## src/rtl/tei_pkg.sv

```systemverilog
// shared types and constants for the terminal escape input decoder
package tei_pkg;

   typedef struct packed {
      logic [7:0] in_byte;
      logic       more_waiting;
   } req_type;

   typedef struct packed {
      logic [2:0]  event_kind;
      logic [3:0]  key_code;
      logic [7:0]  char_value;
      logic [2:0]  mouse_button;
      logic        mouse_released;
      logic signed [15:0] mouse_x;
      logic signed [15:0] mouse_y;
      logic [6:0]  pressed_map;
      logic [6:0]  released_map;
      logic        last_of_run;
   } rsp_type;

   localparam logic [2:0] KIND_KEY        = 3'd0;
   localparam logic [2:0] KIND_CHAR       = 3'd1;
   localparam logic [2:0] KIND_MOUSE      = 3'd2;
   localparam logic [2:0] KIND_PASTE      = 3'd3;
   localparam logic [2:0] KIND_PASTE_END  = 3'd4;

   localparam logic [3:0] KEY_ESCAPE    = 4'd0;
   localparam logic [3:0] KEY_SPACE     = 4'd1;
   localparam logic [3:0] KEY_ENTER     = 4'd2;
   localparam logic [3:0] KEY_TAB       = 4'd3;
   localparam logic [3:0] KEY_BACKSPACE = 4'd4;
   localparam logic [3:0] KEY_DELETE    = 4'd5;
   localparam logic [3:0] KEY_INSERT    = 4'd6;
   localparam logic [3:0] KEY_UP        = 4'd7;
   localparam logic [3:0] KEY_DOWN      = 4'd8;
   localparam logic [3:0] KEY_LEFT      = 4'd9;
   localparam logic [3:0] KEY_RIGHT     = 4'd10;

   localparam logic [7:0] CH_ESC = 8'h1B;
   localparam logic [7:0] CH_DEL = 8'h7F;

endpackage

```

## src/rtl/terminal_escape_input_decoder.sv

```systemverilog
// top level of the terminal escape input decoder
// Usage: one terminal byte per req_ transfer (req_data.in_byte plus
// req_data.more_waiting). Each byte yields zero, one or two result items on
// the rsp_ channel; last_of_run marks the final one of a byte.
// A result enters the output register when the decoder fires on its byte
// in the input register. Throughput: one byte per cycle while results are
// taken at once; a byte that makes two results holds off the next byte
// until its second result leaves the one-entry holding register, since the
// output register sends one item per cycle.
// Bytes flow through an input register; the decoder runs between the input
// register and the output register in a single pass.
// Reset: parser in normal mode, all button state cleared, no items pending.
// Stall: when rsp_ready is low the output register holds its item; the
// input register still takes one more byte, then req_ready drops until
// the result side drains.
// Paste content appears five bytes after it arrives; the terminator
// ESC[201~ is not emitted.
module terminal_escape_input_decoder #(
   parameter int COORD_MAX = 32767
) (
   input  logic             clock,
   input  logic             reset,
   input  logic             req_valid,
   output logic             req_ready,
   input  tei_pkg::req_type req_data,
   output logic             rsp_valid,
   input  logic             rsp_ready,
   output tei_pkg::rsp_type rsp_data
);

   localparam logic [2:0] M_NORMAL = 3'd0;
   localparam logic [2:0] M_ESC    = 3'd1;
   localparam logic [2:0] M_CSI    = 3'd2;
   localparam logic [2:0] M_MOUSE  = 3'd3;
   localparam logic [2:0] M_PASTE  = 3'd4;
   // accumulator holds any value up to COORD_MAX and at least the 16 result bits
   localparam int AW = ($clog2(COORD_MAX) + 5 > 16) ? $clog2(COORD_MAX) + 5 : 16;

   // input register
   logic             in_vld_ff;
   tei_pkg::req_type in_ff;
   // output register and second-result holding register
   logic             out_vld_ff, hold_vld_ff;
   tei_pkg::rsp_type out_ff, hold_ff;

   // parser state
   logic [2:0]  mode_ff;
   logic [7:0]  csi_ff [4];
   logic [2:0]  csi_len_ff;
   logic [1:0]  sect_ff;
   logic [7:0]  btxt_ff [2];
   logic [1:0]  blen_ff;
   logic [AW-1:0] acc_ff [2];
   logic [3:0]  flg_ff [2];
   logic [7:0]  win_ff [6];
   logic [2:0]  fill_ff;
   logic [6:0]  pmap_ff, rmap_ff;

   logic [2:0]  mode_in;
   logic [7:0]  csi_in [4];
   logic [2:0]  csi_len_in;
   logic [1:0]  sect_in;
   logic [7:0]  btxt_in [2];
   logic [1:0]  blen_in;
   logic [AW-1:0] acc_in [2];
   logic [3:0]  flg_in [2];
   logic [7:0]  win_in [6];
   logic [2:0]  fill_in;
   logic [6:0]  pmap_in, rmap_in;

   logic             r0_v, r1_v;
   tei_pkg::rsp_type r0, r1;

   // decoder fires when a byte waits in the input register and the output register and holding register are free
   logic out_free, fire;
   assign out_free  = !hold_vld_ff && (!out_vld_ff || rsp_ready);
   assign fire      = in_vld_ff && out_free;
   assign req_ready = !in_vld_ff || fire;
   assign rsp_valid = out_vld_ff;
   assign rsp_data  = out_ff;

   function automatic tei_pkg::rsp_type mk(input logic [2:0] kind, input logic [3:0] key,
                                           input logic [7:0] ch);
      tei_pkg::rsp_type r;
      r = '0;
      r.event_kind = kind;
      r.key_code = key;
      r.char_value = ch;
      return r;
   endfunction

   // plain key decode: valid flag plus item
   function automatic logic plain_ok(input logic [7:0] b);
      return (b inside {[8'h61:8'h7A], [8'h41:8'h5A], [8'h30:8'h39], 8'h20, 8'h0A, 8'h0D,
                        8'h09, 8'h08, tei_pkg::CH_DEL, tei_pkg::CH_ESC});
   endfunction

   function automatic tei_pkg::rsp_type plain_item(input logic [7:0] b);
      tei_pkg::rsp_type r;
      case (b)
         8'h20:           r = mk(tei_pkg::KIND_KEY, tei_pkg::KEY_SPACE, 8'h00);
         8'h0A, 8'h0D:    r = mk(tei_pkg::KIND_KEY, tei_pkg::KEY_ENTER, 8'h00);
         8'h09:           r = mk(tei_pkg::KIND_KEY, tei_pkg::KEY_TAB, 8'h00);
         8'h08:           r = mk(tei_pkg::KIND_KEY, tei_pkg::KEY_BACKSPACE, 8'h00);
         tei_pkg::CH_DEL: r = mk(tei_pkg::KIND_KEY, tei_pkg::KEY_DELETE, 8'h00);
         tei_pkg::CH_ESC: r = mk(tei_pkg::KIND_KEY, tei_pkg::KEY_ESCAPE, 8'h00);
         default:         r = mk(tei_pkg::KIND_CHAR, 4'd0, b);
      endcase
      return r;
   endfunction

   logic [7:0] b;
   logic       more;
   logic       is_digit;
   logic [AW+3:0] acc10 [2];
   logic [2:0] bcode;
   logic       bcode_ok;
   logic [6:0] bbit;
   logic       rel;
   logic       mouse_ok;
   logic signed [16:0] cval [2];

   always_comb begin
      b = in_ff.in_byte;
      more = in_ff.more_waiting;
      is_digit = (b inside {[8'h30:8'h39]});
      mode_in = mode_ff;
      csi_in = csi_ff;
      csi_len_in = csi_len_ff;
      sect_in = sect_ff;
      btxt_in = btxt_ff;
      blen_in = blen_ff;
      acc_in = acc_ff;
      flg_in = flg_ff;
      win_in = win_ff;
      fill_in = fill_ff;
      pmap_in = pmap_ff;
      rmap_in = rmap_ff;
      r0_v = 1'b0;
      r1_v = 1'b0;
      r0 = '0;
      r1 = '0;
      bcode = 3'd0;
      bcode_ok = 1'b0;
      bbit = '0;
      rel = (b == 8'h6D);
      mouse_ok = 1'b0;
      for (int k = 0; k < 2; k++) begin
         acc10[k] = {4'd0, acc_ff[k]} * (AW + 4)'(10) + (AW + 4)'(b - 8'h30);
         cval[k] = flg_ff[k][0] ? -$signed({1'b0, acc_ff[k][15:0]}) - 17'sd1
                                : $signed({1'b0, acc_ff[k][15:0]}) - 17'sd1;
      end
      // button text
      if (blen_ff == 2'd1) begin
         bcode_ok = (btxt_ff[0] inside {8'h30, 8'h31, 8'h32});
         bcode = btxt_ff[0][2:0];
      end else if (blen_ff == 2'd2) begin
         if (btxt_ff[0] == 8'h33 && btxt_ff[1] == 8'h35) begin
            bcode_ok = 1'b1; bcode = 3'd3;
         end else if (btxt_ff[0] == 8'h33 && (btxt_ff[1] == 8'h32 || btxt_ff[1] == 8'h34)) begin
            bcode_ok = 1'b1; bcode = 3'd4;
         end else if (btxt_ff[0] == 8'h36 && btxt_ff[1] == 8'h34) begin
            bcode_ok = 1'b1; bcode = 3'd5;
         end else if (btxt_ff[0] == 8'h36 && btxt_ff[1] == 8'h35) begin
            bcode_ok = 1'b1; bcode = 3'd6;
         end
      end
      bbit = 7'd1 << bcode;

      case (mode_ff)
         M_NORMAL: begin
            if (b == tei_pkg::CH_ESC && more) mode_in = M_ESC;
            else begin
               r0_v = plain_ok(b);
               r0 = plain_item(b);
            end
         end
         M_ESC: begin
            if (b == 8'h5B) begin
               mode_in = M_CSI;
               csi_len_in = 3'd0;
            end else begin
               mode_in = M_NORMAL;
               r0_v = 1'b1;
               r0 = mk(tei_pkg::KIND_KEY, tei_pkg::KEY_ESCAPE, 8'h00);
               r1_v = plain_ok(b);
               r1 = plain_item(b);
            end
         end
         M_CSI: begin
            if (csi_len_ff == 3'd0) begin
               mode_in = M_NORMAL;
               case (b)
                  8'h41: begin r0_v = 1'b1; r0 = mk(tei_pkg::KIND_KEY, tei_pkg::KEY_UP, 8'h00); end
                  8'h42: begin r0_v = 1'b1; r0 = mk(tei_pkg::KIND_KEY, tei_pkg::KEY_DOWN, 8'h00); end
                  8'h43: begin r0_v = 1'b1; r0 = mk(tei_pkg::KIND_KEY, tei_pkg::KEY_RIGHT, 8'h00); end
                  8'h44: begin r0_v = 1'b1; r0 = mk(tei_pkg::KIND_KEY, tei_pkg::KEY_LEFT, 8'h00); end
                  8'h3C: begin
                     mode_in = M_MOUSE;
                     sect_in = 2'd0;
                     blen_in = 2'd0;
                     acc_in[0] = '0; acc_in[1] = '0;
                     flg_in[0] = '0; flg_in[1] = '0;
                  end
                  8'h32: begin
                     mode_in = M_CSI;
                     csi_in[0] = b;
                     csi_len_in = 3'd1;
                  end
                  default: ;
               endcase
            end else if (csi_len_ff >= 3'd4) begin
               csi_len_in = 3'd0;
               mode_in = M_NORMAL;
            end else begin
               csi_in[csi_len_ff[1:0]] = b;
               csi_len_in = csi_len_ff + 3'd1;
               if (csi_len_ff == 3'd1 && b == 8'h7E) begin
                  r0_v = 1'b1;
                  r0 = mk(tei_pkg::KIND_KEY, tei_pkg::KEY_INSERT, 8'h00);
                  csi_len_in = 3'd0;
                  mode_in = M_NORMAL;
               end else if (csi_len_ff == 3'd3 && csi_ff[1] == 8'h30 && csi_ff[2] == 8'h30
                            && b == 8'h7E) begin
                  csi_len_in = 3'd0;
                  fill_in = 3'd0;
                  mode_in = M_PASTE;
               end
            end
         end
         M_MOUSE: begin
            if (b == 8'h4D || b == 8'h6D) begin
               mode_in = M_NORMAL;
               mouse_ok = sect_ff == 2'd2 && bcode_ok && flg_ff[0][1] && !flg_ff[0][3]
                          && flg_ff[1][1] && !flg_ff[1][3];
               if (mouse_ok) begin
                  pmap_in = rel ? (pmap_ff & ~bbit) : (pmap_ff | bbit);
                  rmap_in = rel ? (rmap_ff | bbit) : (rmap_ff & ~bbit);
                  r0_v = 1'b1;
                  r0 = mk(tei_pkg::KIND_MOUSE, 4'd0, 8'h00);
                  r0.mouse_button = bcode;
                  r0.mouse_released = rel;
                  r0.mouse_x = cval[0][15:0];
                  r0.mouse_y = cval[1][15:0];
               end
            end else if (sect_ff == 2'd0) begin
               if (b == 8'h3B) sect_in = 2'd1;
               else if (blen_ff < 2'd2) begin
                  btxt_in[blen_ff[0]] = b;
                  blen_in = blen_ff + 2'd1;
               end else blen_in = 2'd3;
            end else if (sect_ff == 2'd1 && b == 8'h3B) begin
               sect_in = 2'd2;
            end else begin
               for (int k = 0; k < 2; k++) begin
                  if ((k == 0) == (sect_ff == 2'd1) && !flg_ff[k][2]) begin
                     if (is_digit) begin
                        flg_in[k][1] = 1'b1;
                        if (!flg_ff[k][3]) begin
                           if (acc10[k] > (AW + 4)'(COORD_MAX)) flg_in[k][3] = 1'b1;
                           else acc_in[k] = acc10[k][AW-1:0];
                        end
                     end else if (b == 8'h2D && flg_ff[k] == 4'd0) flg_in[k][0] = 1'b1;
                     else flg_in[k][2] = 1'b1;
                  end
               end
            end
         end
         M_PASTE: begin
            if (fill_ff < 3'd5) begin
               win_in[fill_ff] = b;
               fill_in = fill_ff + 3'd1;
            end else if (win_ff[0] == tei_pkg::CH_ESC && win_ff[1] == 8'h5B
                         && win_ff[2] == 8'h32 && win_ff[3] == 8'h30 && win_ff[4] == 8'h31
                         && b == 8'h7E) begin
               r0_v = 1'b1;
               r0 = mk(tei_pkg::KIND_PASTE_END, 4'd0, 8'h00);
               fill_in = 3'd0;
               mode_in = M_NORMAL;
            end else begin
               r0_v = 1'b1;
               r0 = mk(tei_pkg::KIND_PASTE, 4'd0, win_ff[0]);
               for (int i = 0; i < 4; i++) win_in[i] = win_ff[i+1];
               win_in[4] = b;
               fill_in = 3'd5;
            end
         end
         default: mode_in = M_NORMAL;
      endcase

      // maps reflect state after the result; the escape item precedes any change
      r0.pressed_map = pmap_in;
      r0.released_map = rmap_in;
      r1.pressed_map = pmap_in;
      r1.released_map = rmap_in;
      r0.last_of_run = !r1_v;
      r1.last_of_run = 1'b1;
   end

   always_ff @(posedge clock) begin
      if (reset) begin
         in_vld_ff <= 1'b0;
         out_vld_ff <= 1'b0;
         hold_vld_ff <= 1'b0;
         mode_ff <= M_NORMAL;
         csi_len_ff <= '0;
         sect_ff <= '0;
         blen_ff <= '0;
         acc_ff[0] <= '0;
         acc_ff[1] <= '0;
         flg_ff[0] <= '0;
         flg_ff[1] <= '0;
         fill_ff <= '0;
         pmap_ff <= '0;
         rmap_ff <= '0;
      end else begin
         if (req_ready) begin
            in_vld_ff <= req_valid;
         end
         if (fire) begin
            mode_ff <= mode_in;
            csi_len_ff <= csi_len_in;
            sect_ff <= sect_in;
            blen_ff <= blen_in;
            acc_ff <= acc_in;
            flg_ff <= flg_in;
            fill_ff <= fill_in;
            pmap_ff <= pmap_in;
            rmap_ff <= rmap_in;
         end
         if (hold_vld_ff) begin
            if (rsp_ready) begin
               out_vld_ff <= 1'b1;
               hold_vld_ff <= 1'b0;
            end
         end else if (fire) begin
            out_vld_ff <= r0_v || r1_v;
            hold_vld_ff <= r0_v && r1_v;
         end else if (rsp_ready) begin
            out_vld_ff <= 1'b0;
         end
      end
   end

   // payload registers
   always_ff @(posedge clock) begin
      if (req_ready && req_valid) in_ff <= req_data;
      if (fire) begin
         csi_ff <= csi_in;
         btxt_ff <= btxt_in;
         win_ff <= win_in;
      end
      if (hold_vld_ff) begin
         if (rsp_ready) out_ff <= hold_ff;
      end else if (fire) begin
         out_ff <= r0_v ? r0 : r1;
         hold_ff <= r1;
      end
   end

endmodule

```

## config.mk

```make
export PLATFORM = sky130hd
export DESIGN_NAME = terminal_escape_input_decoder
export DESIGN_NICKNAME = d
export VERILOG_FILES = /design/src/rtl/tei_pkg.sv /design/src/rtl/terminal_escape_input_decoder.sv
export SDC_FILE = /design/constraint.sdc
export NUM_CORES = 1
export LEC_CHECK = 0
export BUFFER_PORTS_ARGS = -buffer_cell sky130_fd_sc_hd__buf_2
export CELL_PAD_IN_SITES_DETAIL_PLACEMENT = 0
export CELL_PAD_IN_SITES_GLOBAL_PLACEMENT = 1
export CORE_ASPECT_RATIO = 0.8
export CORE_MARGIN = 5
export CORE_UTILIZATION = 35
export CTS_CLUSTER_SIZE = 20
export DETAILED_ROUTE_END_ITERATION = 12
export HOLD_SLACK_MARGIN = 0.05
export PLACE_DENSITY_LB_ADDON = 0.1
export SYNTH_ARGS = -nofsm -noshare
export SYNTH_HDL_FRONTEND = slang
export SYNTH_SLANG_ARGS = --single-unit
```

## constraint.sdc

```tcl
create_clock -name clock -period 11.2 [get_ports clock]
set_clock_uncertainty 0.15 [all_clocks]
set_input_delay 1.12 -clock clock [delete_from_list [all_inputs] [get_ports clock]]
set_output_delay 1.12 -clock clock [all_outputs]
set_load 0.005 [all_outputs]
```

# After elaboration in Yosys (flattened, before gate mapping)
# Cells that the tools add are included.
# W data, S select, Z words.
[op_classes]
shifts = 1
multipliers = 2
order_cmp = 17
n_reduce_logical = 82
n_eq_ne = 80
n_mux = 146
n_bitwise = 14
n_addsub = 12
[op_table]
columns = ["operator", "n"]
rows = [
  ["$mux W66", 7],
  ["$pmux W64 S6", 1],
  ["$mux W40", 7],
  ["$pmux W66 S4", 1],
  ["$pmux W63 S4", 1],
  ["$mux W64", 3],
  ["$mux W20", 8],
  ["$eq A8 B6 Y1 const B", 18],
  ["$mux W65", 2],
  ["$mux W62", 2],
  ["$eq A8 B7 Y1 const B", 10],
  ["$mux W8", 10],
  ["$pmux W40 S2", 1],
  ["$mux W3", 26],
  ["$ne A2 B2 Y1 const B", 30],
  ["$mux W7", 8],
  ["$add A24 B24 Y24", 2],
  ["$bwmux W48", 1],
  ["$gt A24 B15 Y1 const B", 2],
  ["$mul A20 B3 Y23 const B", 2],
  ["$reduce_and A10 Y1", 4],
  ["$mux W1", 39],
  ["$logic_and A1 B1 Y1", 34],
  ["$bwmux W32", 1],
  ["other kinds (67)", 134],
]
[word_totals]
output_inout_bits = 68
input_bits = 13
elab_cells = 405
register_bits = 314

# Longest topological paths before layout
# Gate-level depths: netlist (run 1).
[logic_depth]
depth_word = 19
depth_mapped = 26

# Worst setup path before layout (run 1)
# Ideal clock, no wire load.
[synth_path]
path_kind = "flip-flop to flip-flop"
start = "register in_ff (netlist bit b[4])"
end = "register acc_ff[1] in the netlist's numbering"
path_stages_with_launch = 16
path_buffers = 3
t_arrival_ns = 6.227
period_less_slack_ns = 6.465
slack_ns = 4.735
path_cell_list = "edfxtp_1 > ha_1 > clkbuf_1 > nor3_1 > ha_1 > a211oi_2 > o21bai_1 > o21ai_1 > a21boi_0 > or4_1 > a2111o_1 > and4bb_1 > or4b_1 > buf_6 > buf_12 > o32ai_2"
[synth_via]
elab_chain_len = 5
elab_cells_between_ends = 18
cone_classes = "2 x add/sub; 3 x order compare; 9 x eq/ne; 4 x reduce/logical"
[synth_rtl]
columns = ["element", "line_no", "text"]
rows = [
  ["start: declaration", "terminal_escape_input_decoder.sv:41", "tei_pkg::req_type in_ff;"],
  ["start signal: assignment", "terminal_escape_input_decoder.sv:347", "if (req_ready && req_valid) in_ff <= req_data;"],
  ["$sub A8 B6 Y9", "terminal_escape_input_decoder.sv:149", "acc10[k] = {4'd0, acc_ff[k]} * (AW + 4)'(10) + (AW + 4)'(b - 8'h30);"],
  ["$add A24 B24 Y24", "terminal_escape_input_decoder.sv:149", ""],
  ["$gt A24 B15 Y1", "terminal_escape_input_decoder.sv:260", "if (acc10[k] > (AW + 4)'(COORD_MAX)) flg_in[k][3] = 1'b1;"],
  ["$ne A2 B2 Y1 (no line)", "-", ""],
  ["$reduce_and A11 Y1 (no line) (*)", "-", ""],
  ["end signal: assignment", "terminal_escape_input_decoder.sv:325", "acc_ff <= acc_in;"],
  ["end: declaration", "terminal_escape_input_decoder.sv:53", "logic [AW-1:0] acc_ff [2];"],
]
# Mark *: on every way between the ends. The rest lies on a longest branch, timed or not.
# A chain may end at the register's enable or synchronous reset.

# Worst setup path in the final report (run 1)
[layout_path]
start = "register acc_ff[1] in the netlist's numbering"
end = "register acc_ff[7] in the netlist's numbering"
[layout_via]
elab_chain_len = 10
elab_cells_between_ends = 13
cone_classes = "1 x add/sub; 1 x mul; 1 x order compare; 1 x eq/ne; 8 x mux; 1 x reduce/logical"
[layout_rtl]
columns = ["element", "line_no"]
rows = [
  ["$mul A20 B3 Y23 (*)", "terminal_escape_input_decoder.sv:149"],
  ["$add A24 B24 Y24 (*)", "terminal_escape_input_decoder.sv:149"],
  ["parallel branches: the longest is 8 deep, another holds $gt A24 B15 Y1", "-"],
]
# Mark *: on every way between the ends. The select of a mux whose other input is x is not followed.

==> flow_results.org, run 1 <==
** Clocking
- Once the clock tree was built, the setup fixing pass inserted 0 buffers.
- The clock reaches the later pin of the worst-skew pair after around 0.58 ns.
- The tree built by TritonCTS fans out to approximately 250 sinks.
- Clock root buffer master :: sky130_fd_sc_hd__clkbuf_16
- Hold buffers post-CTS :: 0
- No sink is reached through more buffers than the 3 on the longest clock path.
- After clock tree synthesis, the clock-pin slew on the worst setup and hold paths is roughly 0.060 ns.
- Number of H-tree levels :: 1
- # resized after CTS :: 0
- TritonCTS built the clock tree.
- The number of clock buffers added by TritonCTS is 29.

** Die
- The floorplan step defined a die boundary enclosing roughly 50,000 um^2.
- Vertical die dimension :: between 200 and 250 um
- Placeable core area :: between 40,000 and 50,000 um^2
- Measured along the x axis, the die boundary spans around 250 um.
- Starting Density :: a little over a third
- 81 I/O pins were placed.
- Standard-cell row count :: 70

** Layout
- 0 antenna diodes ended up in the layout.
- Net total in the final layout :: approximately 1,800
- The finished layout holds around 2,300 standard cells, fillers aside.
- Registers take approximately 6800 um^2.
- Fill cell total of the finished layout :: between 4,000 and 5,000
- Area growth from synthesis to final layout :: 13.20%
- Summing all multi-input logic gate instances after layout gives 8803 um^2.
- Fraction of final layout cells sized beyond drive strength 1 :: 12.96%
- Most common library cell in the layout ignoring fill and taps :: sky130_fd_sc_hd__nor2_1
- Once layout is done, the placed cells without fillers occupy between 15,000 and 20,000 um^2.
- Final Util :: between 30% and 40%
- Most used cells in the layout excluding fill and tap cells :: sky130_fd_sc_hd__nor2_1 (186), sky130_fd_sc_hd__edfxtp_1 (173), sky130_fd_sc_hd__nand2_1 (151), sky130_fd_sc_hd__ha_1 (128), sky130_fd_sc_hd__a21oi_1 (119)

** Synthesis
- Largest area contributor in the netlist :: sky130_fd_sc_hd__edfxtp_1
- Among all flip-flop cells after synthesis, the most frequent one is sky130_fd_sc_hd__edfxtp_1.
- Synthesis inferred 251 register bits.
- By area the synthesized netlist is led by sky130_fd_sc_hd__edfxtp_1 (32%), sky130_fd_sc_hd__ha_1 (10%), sky130_fd_sc_hd__dfxtp_1 (9.8%), sky130_fd_sc_hd__nor2_1 (4.4%), sky130_fd_sc_hd__a21oi_1 (3.8%).
- The synthesized design contains roughly 170 enable-type register cells.
- In the synthesized netlist the async set-or-reset flop fraction comes to 0%.
- Yosys top cell area share :: about a third
- For this run, the number of Yosys warnings is 0.
- Averaged over all synthesized cells, the footprint is 9.760 um^2.
- Synth Net Count :: between 1,500 and 2,000
- In this run, distinct cell masters in the synthesized netlist total 84.
- The cell area that synthesis handed to floorplanning was between 15,000 and 20,000 um^2.
- Sequential cell area fraction in the yosys report :: a little over two fifths
- Synthesis produced between 1,500 and 2,000 cells.

** Setup path
- Critical register-to-register path startpoint :: acc_ff[1]
- The worst register-to-register path has a depth of 23.
- Kind of start point of the critical path :: flip-flop
- Worst reg2reg path endpoint :: acc_ff[7]
- The worst setup path is captured at a flip-flop.
- At the worst endpoint, the required time is between 10 and 15 ns.
- Critical path start-end classification :: flip-flop to flip-flop
- The setup check on the worst reg-to-reg path leaves a slack of approximately 4.6 ns.
- Data arrives at the worst endpoint at 6.90 ns.
- Biggest fanout along the worst timing path :: 15

** Route
- The routed design has 42.35 mm of wire.
- In this run the remaining antenna-violating nets after routing total 0.
- Vias per cell :: 5.320
- Summing over every cut layer, the via total after detailed routing is around 12,000.
- In the routed design, unresolved DRC markers number 0.
- In this run, the number of DRC markers left after iteration 0 of detailed routing was 640.
- WL per Instance :: 18.15 um
- For this run, the detailed router's first-pass iteration total came to 5.

** Run status
- The run finished with clean final reports.

** Power and ir drop
- The analysis attributes to cell leakage a power of around 0.0076 uW.
- The worst-case IR drop observed on VDD is ~0.11 mV.
- For this design the ratio of total power to cell area is around 120 nW/um^2.

** Worst hold path
- Worst Hold Class :: flip-flop to flip-flop
- Worst hold stages :: 2
- In this run the most critical hold path is launched from csi_len_ff[2].
- The worst hold path terminates at csi_len_ff[2].

** Placement
- In this run the tool buffered the top-level ports with 80 buffer cells.
- Total instance count after detailed placement :: 2,279
- Routability-driven placement congestion ratio :: 0.8436
- Total cell area at the placement stage :: roughly 17,000 um^2
- Detailed placement ended at an HPWL of 30.78 mm.

** Timing
- After layout, the minimum clock period comes to roughly 6.6 ns.
- In the finished design, the share of the clock period the worst path needs comes to roughly three fifths.
- Max-slew headroom :: a little under a fifth
- The number of hold-slack violations in the final timing report is 0.
- Setup violations remaining at the end of the flow were counted as 0.
- Fmax achieved :: roughly 0.15 GHz
- Final-layout setup total negative slack :: 0 ns
- Transition at the pin with the smallest max-transition slack :: ~1.2 ns
- Setup repair after global routing left no endpoint under its margin.
- The final number of max-transition violations came to 0.

** GRT
- Maximum number of pins on one net before global-route repair :: 68
- The first global-routing pass estimated ~68 mm of wire.
- Vias in the first global route :: roughly 12,000
- GRT Resource Usage Total :: between 10% and 20%
- Initial antenna violation count :: 1
- Global routing finished with a remaining overflow of 0.

** Run
- Max-capacitance violation count :: 0
[metal layers]
metal	vias to the layer above	GRT usage, %	wire length, um
met4	2	2.939	728
met1	5949	24.66	21820
met3	46	2.158	1440
met5	-	0	13
met2	185	25.33	18350
li1	6230	-	-
[worst max-delay path by stage]
stage / start / to / slack (ns) / cells after the start
floorplan: b[4] / acc_ff[1] / 4.74 / 15
global placement: acc_ff[1] / acc_ff[2] / 4.74 / 23
detailed placement: acc_ff[1] / acc_ff[7] / 4.66 / 23
CTS: acc_ff[1] / acc_ff[7] / 4.61 / 23
global route: acc_ff[1] / acc_ff[2] / 4.07 / 23
finish: acc_ff[1] / acc_ff[7] / 4.65 / 23
[final cells by class]
class	instances	area share, %
multi-input combinational	1272	48.62
sequential	251	37.32
timing repair buffer	100	3.040
clock inverter	12	1.036
clock buffer	42	4.844
tap	612	4.229
inverter	44	0.9121
[sequential cells by signal, summed over array words and instances (netlist names)]
signal	flops
rsp_data	66
acc_ff	40
hold_vld_ff	1
rmap_ff	7
blen_ff	2
win_ff	40
fill_ff	3
pmap_ff	7
hold_ff	26
more	1
csi_ff	16
b	8
csi_len_ff	3
btxt_ff	16
in_vld_ff	1
flg_ff	8
rsp_valid	1
sect_ff	2
mode_ff	3
[through the flow]
stage	hold WS [ns]	setup slack [ns]	total power [uW]
5_1_grt	0.3259	4.072	2244
2_1_floorplan	0.2807	4.735	1095
3_5_place_dp	0.2952	4.663	1138
6_report	0.3016	4.645	2160
4_1_cts	0.3042	4.612	2193
3_3_place_gp	0.2867	4.737	1137
[worst max-delay path: stages (launching register included)]
cell and delay (ns):
sky130_fd_sc_hd__dfxtp_1 0.47, sky130_fd_sc_hd__ha_1 0.28, sky130_fd_sc_hd__ha_1 0.23, sky130_fd_sc_hd__inv_1 0.08
sky130_fd_sc_hd__fa_1 0.20, sky130_fd_sc_hd__nor2b_1 0.05, sky130_fd_sc_hd__o21ai_0 0.16, sky130_fd_sc_hd__nand2b_1 0.14
sky130_fd_sc_hd__a311o_1 0.39, sky130_fd_sc_hd__a31oi_1 0.22, sky130_fd_sc_hd__o21ai_0 0.22, sky130_fd_sc_hd__o21ai_0 0.20
sky130_fd_sc_hd__nand2b_1 0.08, sky130_fd_sc_hd__xor2_1 0.15, sky130_fd_sc_hd__ha_1 0.38, sky130_fd_sc_hd__a211oi_2 0.25
sky130_fd_sc_hd__o21bai_1 0.21, sky130_fd_sc_hd__o21ai_1 0.17, sky130_fd_sc_hd__a21boi_0 0.11, sky130_fd_sc_hd__or4_1 0.48
sky130_fd_sc_hd__a2111o_1 0.42, sky130_fd_sc_hd__and4bb_1 0.29, sky130_fd_sc_hd__or4b_1 0.84, sky130_fd_sc_hd__o22ai_1 0.30
[cell families (layout without fill, tap and decap cells)]
logic type / Yosys count / in the layout / share of synthesized area, %
simple gates: 582 / 582 / 17.85
compound gates: 408 / 408 / 17.60
flops: 251 / 251 / 42.24
fa+ha+maj: 132 / 132 / 10.51
buf+inv: 116 / 198 / 2.925
xor+xnor: 95 / 95 / 5.201
mux: 55 / 55 / 3.676
[cell usage after synthesis (all sizes together) (28+ instances only)]
master    n
nor3     44
o21ai    61
xnor2    49
mux2     30
edfxtp  173
inv      43
xor2     46
clkbuf   60
a22o     31
dfxtp    78
a21oi   120
nand2   152
nor2    187
ha      128
a21o     28
[report_power, final]
part,internal (uW),switching (uW)
sequential,998,3.93
clock,640,403
combinational,35.3,79.9
(Power assumes the default switching activity.)
==> run 2: changes to the inputs <==
- clock period: 11.2 -> 5.5 ns (I/O delays scaled with it)
==> flow_results.org, run 2 (same netlist as run 1, synthesis figures left out) <==
** GRT
- The wire length of the first global-routing pass is 70.64 mm (+4.3%).
- Vias in the first global route :: 12,550 (+4.1%)
- Maximum number of pins on one net before global-route repair :: 68 (unchanged)
- The overall overflow remaining after global route was 0 (unchanged).
- Initial antenna violation count :: 0 (-1)
- The global-route usage over all layers was 17.05% (+0.73 points).

** Setup path
- Flop2flop setup slack :: 0.03 ns (-4.62 ns)
- The required time at the endpoint of the critical path came to 5.86 ns (-5.69 ns).
- Critical path start-end classification :: flip-flop to flip-flop
- Arrival time of the worst setup path :: 5.83 ns (-1.07 ns)
- Cells on worst reg2reg path :: 25 (+8.7%)
- The most critical setup path has its startpoint at acc_ff[3].
- Critical register-to-register path startpoint :: acc_ff[3]
- STA classifies the critical path startpoint as a flip-flop.
- Biggest fanout along the worst timing path :: 8 (-7)
- Worst setup EP type :: flip-flop
- Worst reg2reg path endpoint :: acc_ff[2]

** Die
- Standard-cell row count :: 70 (unchanged)
- The floorplan die width came to 249.0 um (unchanged).
- I/O pin count :: 81 (unchanged)
- Placeable core area :: 45,460 um^2 (unchanged)
- The area of the die was 50,110 um^2 (unchanged).
- Starting Density :: 35.19% (unchanged)
- Vertical die dimension :: 201.2 um (unchanged)

** Clocking
- Number of H-tree levels :: 1 (unchanged)
- TritonCTS Sinks :: 251 (unchanged)
- TritonCTS built the clock tree.
- CTS placed an instance of sky130_fd_sc_hd__clkbuf_16 at the clock tree root.
- Clk pin slew, worst setup/hold paths :: 0.06 ns (about the same)
- Number of buffers between clock root and the deepest sink :: 3 (unchanged)
- The clock buffer count from CTS was 29 (unchanged).
- Skew-Pair Late Insertion Delay :: 0.58 ns (about the same)

** Layout
- Net total in the final layout :: 1,944 (+5.5%)
- The flip-flop count of the largest register after layout is 66 (unchanged).
- Sequential cell area :: 6770 um^2 (+0.19%)
- The final core utilization came to 42.41% (+2.6 points).
- Area growth from synthesis to final layout :: 20.51%
- The library cell used most frequently in the layout, excluding fill and tap cells, is sky130_fd_sc_hd__nor2_1.
- In the layout the commonest cells are sky130_fd_sc_hd__nor2_1 (184), sky130_fd_sc_hd__edfxtp_1 (173), sky130_fd_sc_hd__nand2_1 (149), sky130_fd_sc_hd__ha_1 (121), sky130_fd_sc_hd__a21oi_1 (117).
- Antenna diode instance count :: 0 (unchanged)
- The proportion of layout cells with a drive suffix above 1 came to 19.59% (+6.6 points).
- The filler cell count is 4,450 (-2.4%).
- Finished Cell Area :: 19,280 um^2 (+6.5%)
- The area taken by multi-input logic gates is 9056 um^2 (+2.9%).

** Power and ir drop
- The post-layout total power is 4502 uW (+110%).
- The maximum resistive drop on vdd was 0.2222 mV (+100%).
- The power density normalized to cell area is 233.6 nW/um^2 (+96%).
- The leakage power of the design came to 0.008110 uW (+7.2%).

** Route
- Antenna-violating nets left :: 0 (unchanged)
- TritonRoute pass-1 iters :: 5 (unchanged)
- The average detailed-routed wire length per instance was 18.24 um (+0.50%).
- Total wire length after detailed routing :: 44.41 mm (+4.8%)
- The number of vias in the routed layout is 12,820 (+3.3%).
- Violation count after the first detailed-routing iteration :: 742 (+16%)
- The vias per cell was 5.266 (-1.0%).
- The number of design rule violations left after detail routing is 0 (unchanged).

** Timing
- Final hold slack :: 0.1393 ns (-0.1623 ns)
- Final setup violation count :: 0 (unchanged)
- Fmax achieved :: 0.1827 GHz (+20%)
- The measured slew at the worst slew-check pin came to 1.227 ns (+0.007984 ns).
- The post-layout minimum cycle time came to 5.474 ns (-1.081 ns).
- Setup repair after global routing missed its margin :: true
- The aggregate negative setup slack is 0 ns (unchanged).
- Number of max-slew violations in the final report :: 0 (unchanged)
- Share of the clock period used by the worst path :: 99.52% (+41 points)
- Hold Violations, Final :: 0 (unchanged)
- Max-slew headroom :: 17.02% (-1.6 points)

** Worst hold path
- The cell depth of the worst min-delay path came to 4 (+2).
- The path with the worst hold slack has its endpoint at rsp_valid.
- Startpoint of the most critical hold path :: rsp_ready
- The path class of the tightest hold or removal check is input pin to flip-flop.

** Placement
- Detailed Place HPWL :: 32.10 mm (+4.3%)
- Count of buffers inserted at the top-level ports :: 80 (unchanged)
- The final weighted congestion of routability-driven global placement is 0.8370 (-0.78%).
- Total cell area at the placement stage :: 17,690 um^2 (+3.8%)

** Run
- Max-capacitance violation count :: 0 (unchanged)

** Run status
- The flow ran to the end, and the final reports show no timing, DRC or antenna violations.
[run 2: cell types whose count changed in the layout (fill, tap and decap cells not counted), moves of 5 or more]
| cell | change |
|---|---|
| sky130_fd_sc_hd__dfxtp_2 | +7 |
| sky130_fd_sc_hd__clkinv_1 | +5 |
| sky130_fd_sc_hd__buf_4 | +81 |
| sky130_fd_sc_hd__ha_1 | -7 |
| sky130_fd_sc_hd__o21ai_0 | -7 |
| sky130_fd_sc_hd__dlygate4sd3_1 | +10 |
| sky130_fd_sc_hd__dfxtp_1 | -8 |
[run 2: worst max-delay path, stage by stage, from the launching register on]
cell	delay, ns
sky130_fd_sc_hd__dfxtp_4	0.37
sky130_fd_sc_hd__ha_4	0.25
sky130_fd_sc_hd__ha_4	0.16
sky130_fd_sc_hd__inv_2	0.06
sky130_fd_sc_hd__fa_2	0.20
sky130_fd_sc_hd__nor2b_1	0.05
sky130_fd_sc_hd__o21ai_1	0.12
sky130_fd_sc_hd__nand2b_1	0.10
sky130_fd_sc_hd__a311o_1	0.38
sky130_fd_sc_hd__a31oi_4	0.21
sky130_fd_sc_hd__o21ai_2	0.09
sky130_fd_sc_hd__o21ai_1	0.13
sky130_fd_sc_hd__nand2b_1	0.08
sky130_fd_sc_hd__xor2_1	0.14
sky130_fd_sc_hd__ha_1	0.31
sky130_fd_sc_hd__buf_4	0.13
sky130_fd_sc_hd__buf_6	0.10
sky130_fd_sc_hd__nand4_1	0.25
sky130_fd_sc_hd__and4b_1	0.37
sky130_fd_sc_hd__o31a_1	0.17
sky130_fd_sc_hd__nor2_1	0.05
sky130_fd_sc_hd__a2111o_1	0.38
sky130_fd_sc_hd__and4bb_1	0.30
sky130_fd_sc_hd__or4b_4	0.54
sky130_fd_sc_hd__buf_12	0.18
sky130_fd_sc_hd__o22ai_4	0.13
[run 2: cell type report]
cell class | count | share of cell area [%]
multi-input combinational | 1272 | 46.98
inverter | 44 | 0.8568
clock inverter | 20 | 1.642
clock buffer | 34 | 3.966
tap | 612 | 3.972
timing repair buffer | 201 | 7.464
sequential | 251 | 35.12
[run 2: repair_timing]
item | 4_1_cts | 5_1_grt
endpoints found under the setup margin | 15 | 40
hold buffers | 10 | 0
pin swaps | 3 | 42
hold endpoints to repair | 10 | 0
gates resized for setup | 12 | 57
cloned | 0 | 4
setup buffers | 0 | 6
[run 2: stage by stage]
| step | setup slack (ns) | std cells |
|---|---|---|
| finish | 0.02633 | 2434 |
| global route | -0.1985 | 2434 |
| CTS | 0.004525 | 2424 |
| detailed placement | -0.2104 | 2360 |
| global placement | -0.1227 | 2360 |
| floorplan | 0.01238 | 1639 |
[run 2: routing by layer]
| metal | vias to the layer above | routed length, um | global-route usage [%] |
|---|---|---|---|
| met5 | - | 0 | 0 |
| met1 | 6118 | 22990 | 26.12 |
| met2 | 210 | 19020 | 26.12 |
| met3 | 55 | 1594 | 2.132 |
| met4 | 0 | 793 | 3.115 |
| li1 | 6435 | - | - |
[run 2: report_power, final]
part | total [uW] | internal, uW | switching, uW | leakage (uW)
clock | 2200 | 1370 | 831 | 0.000531
combinational | 255 | 88.8 | 166 | 0.00521
sequential | 2040 | 2030 | 12.5 | 0.00237
total | 4500 | 3490 | 1010 | 0.00811
[run 2: worst max-delay path by stage]
stage          cells past startpoint         to
2_1_floorplan                     25  acc_ff[1]
3_3_place_gp                      25  acc_ff[7]
3_5_place_dp                      25  acc_ff[7]
4_1_cts                           24  acc_ff[7]
5_1_grt                           24  acc_ff[2]
6_report                          25  acc_ff[2]
==> run 3: changes to the inputs <==
- CORE_UTILIZATION: 35 -> 44
==> flow_results.org, run 3 (same netlist as run 1, synthesis figures left out) <==
** Layout
- Combined area of the multi-input logic cells :: 9057 um^2 (about the same)
- Most common library cell in the layout ignoring fill and taps :: sky130_fd_sc_hd__nor2_1
- The number of nets in the finished design is 1,914 (-1.5%).
- Fill cell total of the finished layout :: 3,287 (-26%)
- The proportion of layout cells with a drive suffix above 1 was 18.31% (-1.3 points).
- Number of flip-flops under the largest register name :: 66 (unchanged)
- The top cell types in the final layout, fill and taps aside, are sky130_fd_sc_hd__nor2_1 (184), sky130_fd_sc_hd__edfxtp_1 (173), sky130_fd_sc_hd__nand2_1 (150), sky130_fd_sc_hd__ha_1 (121), sky130_fd_sc_hd__a21oi_1 (115).
- The filler-free cell count of the finished design was 2,272 (-6.7%).
- The area of all sequential standard cells came to 6768 um^2 (about the same).
- Area growth from synthesis to final layout :: 16.80%

** Timing
- The maximum operating frequency is 0.1845 GHz (+1.0%).
- Final-layout setup total negative slack :: 0 ns (unchanged)
- Number of max-slew violations in the final report :: 0 (unchanged)
- Transition at the pin with the smallest max-transition slack :: 1.131 ns (-0.09671 ns)
- Share of the clock period used by the worst path :: 98.54% (-0.98 points)
- The worst slew slack as a fraction of its limit was 23.56% (+6.5 points).
- Post-layout minimum cycle time :: 5.420 ns (-0.05405 ns)
- The number of hold-slack violations in the final timing report is 0 (unchanged).
- The total of endpoints with negative setup slack in the final report was 0 (unchanged).
- Final hold slack :: 0.1235 ns (-0.01584 ns)
- Setup repair after global routing could not meet its margin everywhere.
- Worst-case setup margin in the final layout :: 0.08038 ns (+0.05405 ns)

** Die
- The number of ports placed on the die boundary is 81 (unchanged).
- The area of the die is 40,290 um^2 (-20%).
- Placeable core area :: 35,920 um^2 (-21%)
- Vertical die dimension :: 180.5 um (-10%)
- The floorplan die width came to 223.2 um (-10%).
- The floorplan row count is 62 (-11%).
- Starting Density :: 44.54% (+9.3 points)

** Power and ir drop
- The switching share of power is 24.25% (+1.8 points).
- Internal power summed over all cells :: 3136 uW (-10%)
- Part of the power in registers :: 49.4% (+4.0 points)
- The power density normalized to cell area was 221.6 nW/um^2 (-5.1%).
- The part of the total power dissipated in the clock network came to 44.6% (-4.3 points).
- The net load switching power came to 1004 uW (-0.64%).
- The power share of the combinational group is 6.0% (+0.3 points).
- VDD IR max :: 0.1924 mV (-13%)
- Leakage :: 0.007857 uW (-3.1%)

** Setup path
- The setup path with the least slack is of type flip-flop to flip-flop.
- The minimum setup slack among reg-to-reg paths came to 0.08 ns (+0.05 ns).
- Among all stages on the critical path, the largest delay is contributed by sky130_fd_sc_hd__or4b_4.
- The worst setup path is launched from a flip-flop.
- The critical path data arrival time came to 5.78 ns (-0.05 ns).
- The cell count of the worst reg-to-reg path is 20 (-20%).
- The largest stage delay on the critical path came to 0.52 ns (-0.02 ns).
- Worst setup EP type :: flip-flop
- The critical path goes through ha_1 > ha_1 > or3_1 > a311o_1 > a31oi_2 > o21ai_2 > o21ai_1 > nand2b_1 > xor2_1 > ha_1 > a211oi_2 > o21bai_2 > o21ai_2 > a21boi_2 > or4_1 > a2111o_1 > and4bb_1 > or4b_4 > buf_12 > o22ai_1.
- Biggest fanout along the worst timing path :: 8 (unchanged)
- Worst endpoint required time :: 5.86 ns (about the same)
- Most Frequent Cell on Critical Path :: sky130_fd_sc_hd__ha_1

** GRT
- Wire length of the first global-routing pass :: 66.67 mm (-5.6%)
- GRT Resource Usage Total :: 19.89% (+2.8 points)
- The overall overflow remaining after global route was 0 (unchanged).
- Vias in the first global route :: 12,210 (-2.7%)
- Initial antenna violation count :: 1 (+1)
- The largest net degree at the start of global routing came to 68 (unchanged).

** Clocking
- Number of buffers created by CTS :: 28 (-3.4%)
- The clock-pin transition on the worst setup and hold timing paths is 0.06 ns (about the same).
- The number of sinks on the clock net is 251 (unchanged).
- Clock tree from TritonCTS :: done
- The count of H-tree levels built during CTS came to 1 (unchanged).
- The maximum count of clock buffers along a single path was 3 (unchanged).
- The insertion delay to the later sink of the worst-skew pair was 0.58 ns (about the same).
- Clock root buffer master :: sky130_fd_sc_hd__clkbuf_16

** Route
- The number of violations reported at the end of detailed-routing iteration 0 was 853 (+15%).
- Vias per cell :: 5.606 (+6.5%)
- The final wirelength came to 41.58 mm (-6.4%).
- TritonRoute pass-1 iters :: 5 (unchanged)
- Remaining routing DRC violations :: 0 (unchanged)
- The post-detailed-route count of antenna-violating nets came to 0 (unchanged).
- WL per Instance :: 18.30 um (+0.32%)
- The number of vias in the routed layout is 12,740 (-0.63%).

** Placement
- The count of input and output buffers came to 80 (unchanged).
- Total instance count after detailed placement :: 2,197 (-6.9%)
- Post-placement setup slack :: -0.2622 ns (-0.05175 ns)
- Routability-driven placement congestion ratio :: 0.8595 (+2.7%)
- The detailed placement HPWL came to 29.82 mm (-7.1%).

** Run status
- The flow ran to the end, and the final reports show no timing, DRC or antenna violations.

** Run
- Max-capacitance violation count :: 0 (unchanged)

** Worst hold path
- Worst hold stages :: 4 (unchanged)
- Worst Hold Class :: input pin to flip-flop
[run 3: changes by cell type in the layout (fill, tap and decap cells not counted), sizes merged]
| cell | change |
|---|---|
| buf | -27 |
| bufinv | -8 |
| clkbuf | +3 |
| clkinv | -3 |
| clkinvlp | +6 |
| diode | +1 |
| inv | -2 |
[run 3: timing repair]
| action | 4_1_cts | 5_1_grt |
|---|---|---|
| resized for setup | 13 | 53 |
| hold endpoints to repair | 10 | 0 |
| buffers inserted | 1 | 9 |
| cloned | 0 | 2 |
| setup endpoints to repair | 15 | 40 |
| pin swaps | 5 | 30 |
| hold buffers | 10 | 0 |
[run 3: through the flow]
stage               utilization (%)  instance area, um^2  total power (uW)
finish                        52.02                18680              4140
global route                  52.02                18680              4291
global placement              48.10                17280              2318
detailed placement            48.10                17280              2321
CTS                           51.06                18340              4181
floorplan                         -                16010              2229
[run 3: worst max-delay path, delay by kind of cell (launching register included)]
family,cells,cell delay (ns)
AO/OA/AOI/OAI,10,1.82
adder cells (fa/ha/maj),3,0.87
buffers and inverters,1,0.18
XOR/XNOR,1,0.14
AND/OR/NAND/NOR,5,1.75
flip-flops,1,0.41
[run 3: final timing paths]
path | start | to
setup / recovery | acc_ff[8] | acc_ff[2]
hold / removal | rsp_ready | rsp_valid
setup reg to reg | acc_ff[8] | acc_ff[2]
hold reg to reg | rmap_ff[2] | rmap_ff[2]
[run 3: power groups by stage]
stage          registers, uW  clock network (uW)  logic [uW]
3_3_place_gp            2090                   0         231
4_1_cts                 2050                1890         242
2_1_floorplan           2080                   0         146
3_5_place_dp            2090                   0         234
6_report                2050                1850         247
5_1_grt                 2050                1970         270
[run 3: metal layers]
layer	vias to the layer above	part of all wire [%]	wire (um)	track usage [%]
met5	-	0	0	0
met1	6074	49	20580	29.36
met4	0	1.8	758	3.846
li1	6362	-	-	-
met3	54	4.3	1785	2.785
met2	247	44	18460	31.47
[run 3: layout make-up]
type / count / share of cell area, %
antenna: 1 / 0.01339
sequential: 251 / 36.22
inverter: 44 / 0.8839
tap: 480 / 3.214
multi-input combinational: 1272 / 48.48
clock buffer: 39 / 4.239
timing repair buffer: 172 / 6.328
clock inverter: 13 / 0.6228
